[src/hdl/char_pattern_table_wide_expand_core_macros.svh]
// Assertion macros used by the character pattern table top level.
`ifndef CHAR_PATTERN_TABLE_WIDE_EXPAND_CORE_MACROS_SVH
`define CHAR_PATTERN_TABLE_WIDE_EXPAND_CORE_MACROS_SVH

`ifndef SYNTHESIS
// Same-cycle implication, sampled on the rising clock edge outside of reset.
`define CPWE_ASSERT_SAME(name, ante, cons) \
    name: assert property (@(posedge clk) disable iff (!rst_n) (ante) |-> (cons)) \
        else $error("cpwe: same-cycle check failed");
// Next-cycle implication, sampled on the rising clock edge outside of reset.
`define CPWE_ASSERT_NEXT(name, ante, cons) \
    name: assert property (@(posedge clk) disable iff (!rst_n) (ante) |=> (cons)) \
        else $error("cpwe: next-cycle check failed");
`else
`define CPWE_ASSERT_SAME(name, ante, cons)
`define CPWE_ASSERT_NEXT(name, ante, cons)
`endif

`endif

[src/hdl/cpwe_pkg.sv]
// Package with types, constants and pixel functions of the character pattern table.
package cpwe_pkg;

    // Default number of scan rows per character.
    localparam int CHAR_ROWS_DEF = 12;
    // Number of character codes held in the store.
    localparam int NUM_CODES = 256;

    // Configuration register indexes.
    localparam logic [2:0] CFG_EIGHT_PIXEL = 3'd0;
    localparam logic [2:0] CFG_GFX_LOW     = 3'd1;
    localparam logic [2:0] CFG_GFX_HIGH    = 3'd2;
    localparam logic [2:0] CFG_BLANK_UPPER = 3'd3;
    localparam logic [2:0] CFG_BLANK_LOWER = 3'd4;

    // Semigraphics cell masks.
    localparam logic [7:0] LEFT_CELL_8  = 8'hF0;
    localparam logic [7:0] LEFT_CELL_6  = 8'hE0;
    localparam logic [7:0] RIGHT_CELL_8 = 8'h0F;
    localparam logic [7:0] RIGHT_CELL_6 = 8'h1C;

    // Command codes; code 3 has no meaning and is ignored.
    typedef enum logic [1:0] {
        CMD_LOAD   = 2'd0,
        CMD_UPDATE = 2'd1,
        CMD_READ   = 2'd2
    } cmd_t;

    // Configuration register set.
    typedef struct packed {
        logic eight_pixel;
        logic gfx_low;
        logic gfx_high;
        logic blank_upper;
        logic blank_lower;
    } cfg_t;

    // Reverses the bit order of a byte.
    function automatic logic [7:0] flip8(input logic [7:0] v);
        logic [7:0] r;
        for (int i = 0; i < 8; i++) begin
            r[7 - i] = v[i];
        end
        return r;
    endfunction

    // Left half of a row with every pixel doubled.
    function automatic logic [7:0] widen_left(input logic [7:0] r, input logic eight);
        logic [7:0] w;
        if (eight) begin
            w = {r[7], r[7], r[6], r[6], r[5], r[5], r[4], r[4]};
        end
        else begin
            w = {r[7], r[7], r[6], r[6], r[5], r[5], 2'b00};
        end
        return w;
    endfunction

    // Right half of a row with every pixel doubled.
    function automatic logic [7:0] widen_right(input logic [7:0] r, input logic eight);
        logic [7:0] w;
        if (eight) begin
            w = {r[3], r[3], r[2], r[2], r[1], r[1], r[0], r[0]};
        end
        else begin
            w = {r[4], r[4], r[3], r[3], r[2], r[2], 2'b00};
        end
        return w;
    endfunction

endpackage

[src/hdl/cpwe_fmt.sv]
// Row formatter: builds the byte written by load and update commands.
module cpwe_fmt #(
    parameter int CHAR_ROWS = cpwe_pkg::CHAR_ROWS_DEF
) (
    input  cpwe_pkg::cmd_t cmd,
    input  logic [7:0]     char_code,
    input  logic [3:0]     row_index,
    input  logic [7:0]     pixel_bits,
    input  cpwe_pkg::cfg_t cfg,
    output logic [7:0]     wr_value
);
    import cpwe_pkg::*;

    localparam int THIRD_ROWS = CHAR_ROWS / 3;

    logic [1:0] third;
    logic [1:0] cell_bits;
    logic [7:0] left_cell;
    logic [7:0] right_cell;
    logic [7:0] gfx_row;
    logic [7:0] load_row;
    logic       gfx_on;

    // Which third of the character cell the row falls in.
    always_comb
    begin
        if (row_index >= 4'(2 * THIRD_ROWS))
        begin
            third = 2'd2;
        end
        else if (row_index >= 4'(THIRD_ROWS))
        begin
            third = 2'd1;
        end
        else
        begin
            third = 2'd0;
        end
    end

    // Pick the two code bits that light the cells of this third.
    always_comb
    begin
        case (third)
            2'd0:    cell_bits = char_code[1:0];
            2'd1:    cell_bits = char_code[3:2];
            2'd2:    cell_bits = char_code[5:4];
            default: cell_bits = 2'b00;
        endcase
    end

    // Semigraphics row from the cell masks of the current pixel mode.
    assign left_cell  = cfg.eight_pixel ? LEFT_CELL_8 : LEFT_CELL_6;
    assign right_cell = cfg.eight_pixel ? RIGHT_CELL_8 : RIGHT_CELL_6;
    assign gfx_row    = (cell_bits[0] ? left_cell : 8'h00) | (cell_bits[1] ? right_cell : 8'h00);
    assign gfx_on     = char_code[6] ? cfg.gfx_high : cfg.gfx_low;

    // Load value: blanking of the upper half wins over semigraphics.
    always_comb
    begin
        if (char_code[7])
        begin
            if (cfg.blank_upper)
            begin
                load_row = 8'h00;
            end
            else if (gfx_on)
            begin
                load_row = gfx_row;
            end
            else
            begin
                load_row = flip8(pixel_bits);
            end
        end
        else
        begin
            load_row = cfg.blank_lower ? 8'h00 : flip8(pixel_bits);
        end
    end

    // Update stores the bits directly, moved to the top in 6-pixel mode.
    always_comb
    begin
        case (cmd)
            CMD_LOAD:   wr_value = load_row;
            CMD_UPDATE: wr_value = cfg.eight_pixel ? pixel_bits : {pixel_bits[5:0], 2'b00};
            default:    wr_value = 8'h00;
        endcase
    end

endmodule

[config.mk]
export PLATFORM = sky130hd
export DESIGN_NAME = cpwe_fmt
export DESIGN_NICKNAME = d
export VERILOG_FILES = /design/src/hdl/char_pattern_table_wide_expand_core_macros.svh /design/src/hdl/cpwe_pkg.sv /design/src/hdl/cpwe_fmt.sv
export SDC_FILE = /design/constraint.sdc
export NUM_CORES = 1
export LEC_CHECK = 0
export BUFFER_PORTS_ARGS = -buffer_cell sky130_fd_sc_hd__buf_2
export CORE_AREA = 3 3 40 42
export DETAILED_ROUTE_END_ITERATION = 10
export DIE_AREA = 0 0 43 45
export GPL_ROUTABILITY_DRIVEN = 0
export PLACE_DENSITY = 0.69
export REMOVE_ABC_BUFFERS = 1
export SYNTH_ARGS = -nofsm -noshare
export SYNTH_HDL_FRONTEND = slang
export SYNTH_SLANG_ARGS = --single-unit
[constraint.sdc]
create_clock -name vclk -period 1.35
set_input_delay 0.135 -clock vclk [all_inputs]
set_output_delay 0.135 -clock vclk [all_outputs]
set_load 0.005 [all_outputs]
==> summary.md <==
| Metric | Value |
|---|---|
| Area growth from synthesis to layout | `76.9%` |
| Final Cycle Share | `1.06` |
| Die Wd | `approximately 43 um` |
| Std-Cell Rows | `13` |
| Final Non-Filler Cells | `approximately 110` |
| First-pass GRT wire length | `2080 um` |
| ANT cells | `0` |
| Post-synthesis cell type count | `25` |
| Gr usage total | `0.130` |
| Multi-input logic area | `about 390 um2` |
| Die area | `roughly 1900 um2` |
| Critical Path AT | `1.29 ns` |
| Port buffer count | `33` |
| Violated checks | `negative setup slack` |
| Pleak | `0.000341 uW` |
| Gr ovfl total | `0` |
| Vias in the first global route | `~520` |
| FF/Latch Area | `0 um2` |
| Die extent in y | `around 45 um` |
| Proportion of layout cells with a drive suffix above 1 | `0.543` |
| Sequential element share of the synthesized area | `0` |
| Worst slew pin tran | `about 0.25 ns` |
| Hold crit path type | `input pin to output port` |
| CP Buf/Inv Count | `2` |
| Clk_buf instances | `0` |
| Delay-heaviest family, CP | `simple AND/OR/NAND/NOR gates` |
| P per Cell Area | `between 200 and 300 nW/um2` |
| DP HPWL | `around 1100 um` |
| Layout Nets | `121` |
| Post-synthesis cell count | `just over 50` |
| Worst path cell trace | `buf_6 -> or4b_4 -> o2bb2ai_4 -> a22oi_1 -> nand2_1 -> buf_2` |
| Worst-path maximum fanout | `5` |
| Max-slew headroom | `0.832` |
| Syn_area_per_cell | `~7.3 um2` |
| Largest stage delay, worst path | `~0.58 ns` |
| Final core occ | `0.515` |
| Wirelength per Cell | `roughly 12 um` |
| Most common cell after layout, fill and taps aside | `buf_2` |
| Placement Setup Slack | `-0.106 ns` |
| Most frequent cells in the layout | `buf_2 (29), buf_4 (10), nand2_1 (9), mux2_1 (6)` |
| Final instance area | `between 600 and 700 um2` |
| Fmax achieved | `between 700 and 800 MHz` |
| Via count | `between 500 and 600` |
| TritonRoute pass-1 iters | `4` |
| Hold buffers post-CTS | `0` |
| Initial antenna violation count | `0` |
| Initial cell density of the core | `0.291` |
| Boundary pin count | `35` |
| Final Max Slew Viols | `0` |
| Final Setup Violations | `5` |
| Critical path's slowest cell | `or4b_4` |
| Placed cells | `about 110` |
| Mapped cell area | `approximately 370 um2` |
| Critical path type | `input pin to output port` |
| Status | `finished, violations left` |
| Final Hold Fails | `0` |
| Post-route DRC | `0` |
| # fillers | `around 130` |
| Sequential cells | `0` |
| YS warnings | `0` |
| Largest net degree at the start of global routing | `8` |
| Crit start category | `input pin` |
| Fin crit period | `around 1.4 ns` |
| Std-Cell Core Area | `roughly 1300 um2` |
| Avg Vias per Cell | `between 5 and 6` |
| Setup ws final | `-0.0782 ns` |
| RSZ-0062 raised after global routing | `true` |
| WL final | `approximately 1300 um` |
| Number of max-cap violations | `0` |
| DRT iter0 DRCs | `4` |
| Worst path required time | `about 1.2 ns` |
| Max VDD drop | `~0.13 mV` |
| Post-route ant nets | `0` |
| Setup crit end kind | `output port` |
| Post-place instance area | `~610 um2` |
-- Yosys cell counts (2+ instances only) --
cell | instances | area share
nor2_1 | 3 | 0.030
nand2_1 | 9 | 0.090
a21oi_1 | 2 | 0.027
o21ai_0 | 2 | 0.027
mux2_1 | 6 | 0.18
nor2b_1 | 2 | 0.033
nand3_1 | 4 | 0.054
a22oi_1 | 5 | 0.10
nand2b_1 | 2 | 0.033
-- layout make-up --
type,instances,share of cell area
Tap cell,15,0.0284
Timing Repair Buffer,42,0.384
Multi-Input combinational cell,50,0.588
-- metrics by stage --
stage               hold WS (ns)  power (uW)  setup TNS [ns]
floorplan                  0.302        76.6               0
detailed placement         0.597         175          -0.506
global route               0.623         213          -0.585
CTS                        0.596         178          -0.287
global placement           0.584         171          -0.492
finish                     0.593         193          -0.309
-- worst paths after layout --
kind | start | to | slack, ns | cells after the start
setup / recovery | cfg[1] | wr_value[6] | -0.08 | 6
hold / removal | pixel_bits[0] | wr_value[7] | 0.59 | 4
-- timing repair --
action / 4_1_cts / 5_1_grt
setup buffers: 0 / 1
endpoints found under the setup margin: 6 / 7
resized for setup: 2 / 8
pin swaps: 11 / 2
-- kinds of logic (layout without fill, tap and decap cells) --
| logic type | after synthesis | count (layout) | synth area share |
|---|---|---|---|
| AO/OA/AOI/OAI | 17 | 17 | 0.381 |
| AND/OR/NAND/NOR | 25 | 25 | 0.361 |
| multiplexers | 8 | 8 | 0.237 |
| buffers and inverters | 1 | 42 | 0.0201 |
-- metal layers --
metal / wire length, um / up-vias / global-route usage / part of all wire
li1: - / 282 / - / -
met1: 558 / 266 / 0.176 / 0.43
met2: 651 / 19 / 0.234 / 0.51
met3: 79 / 0 / 0.0120 / 0.061
met4: 0 / 0 / 0.0120 / 0
met5: 0 / - / 0 / 0
-- where the power goes --
part / internal (uW) / switching (uW)
clock: 0 / 0
combinational: 109 / 83.7
sequential: 0 / 0
total: 109 / 83.7
No activity file was read; power rests on OpenSTA's default activity.
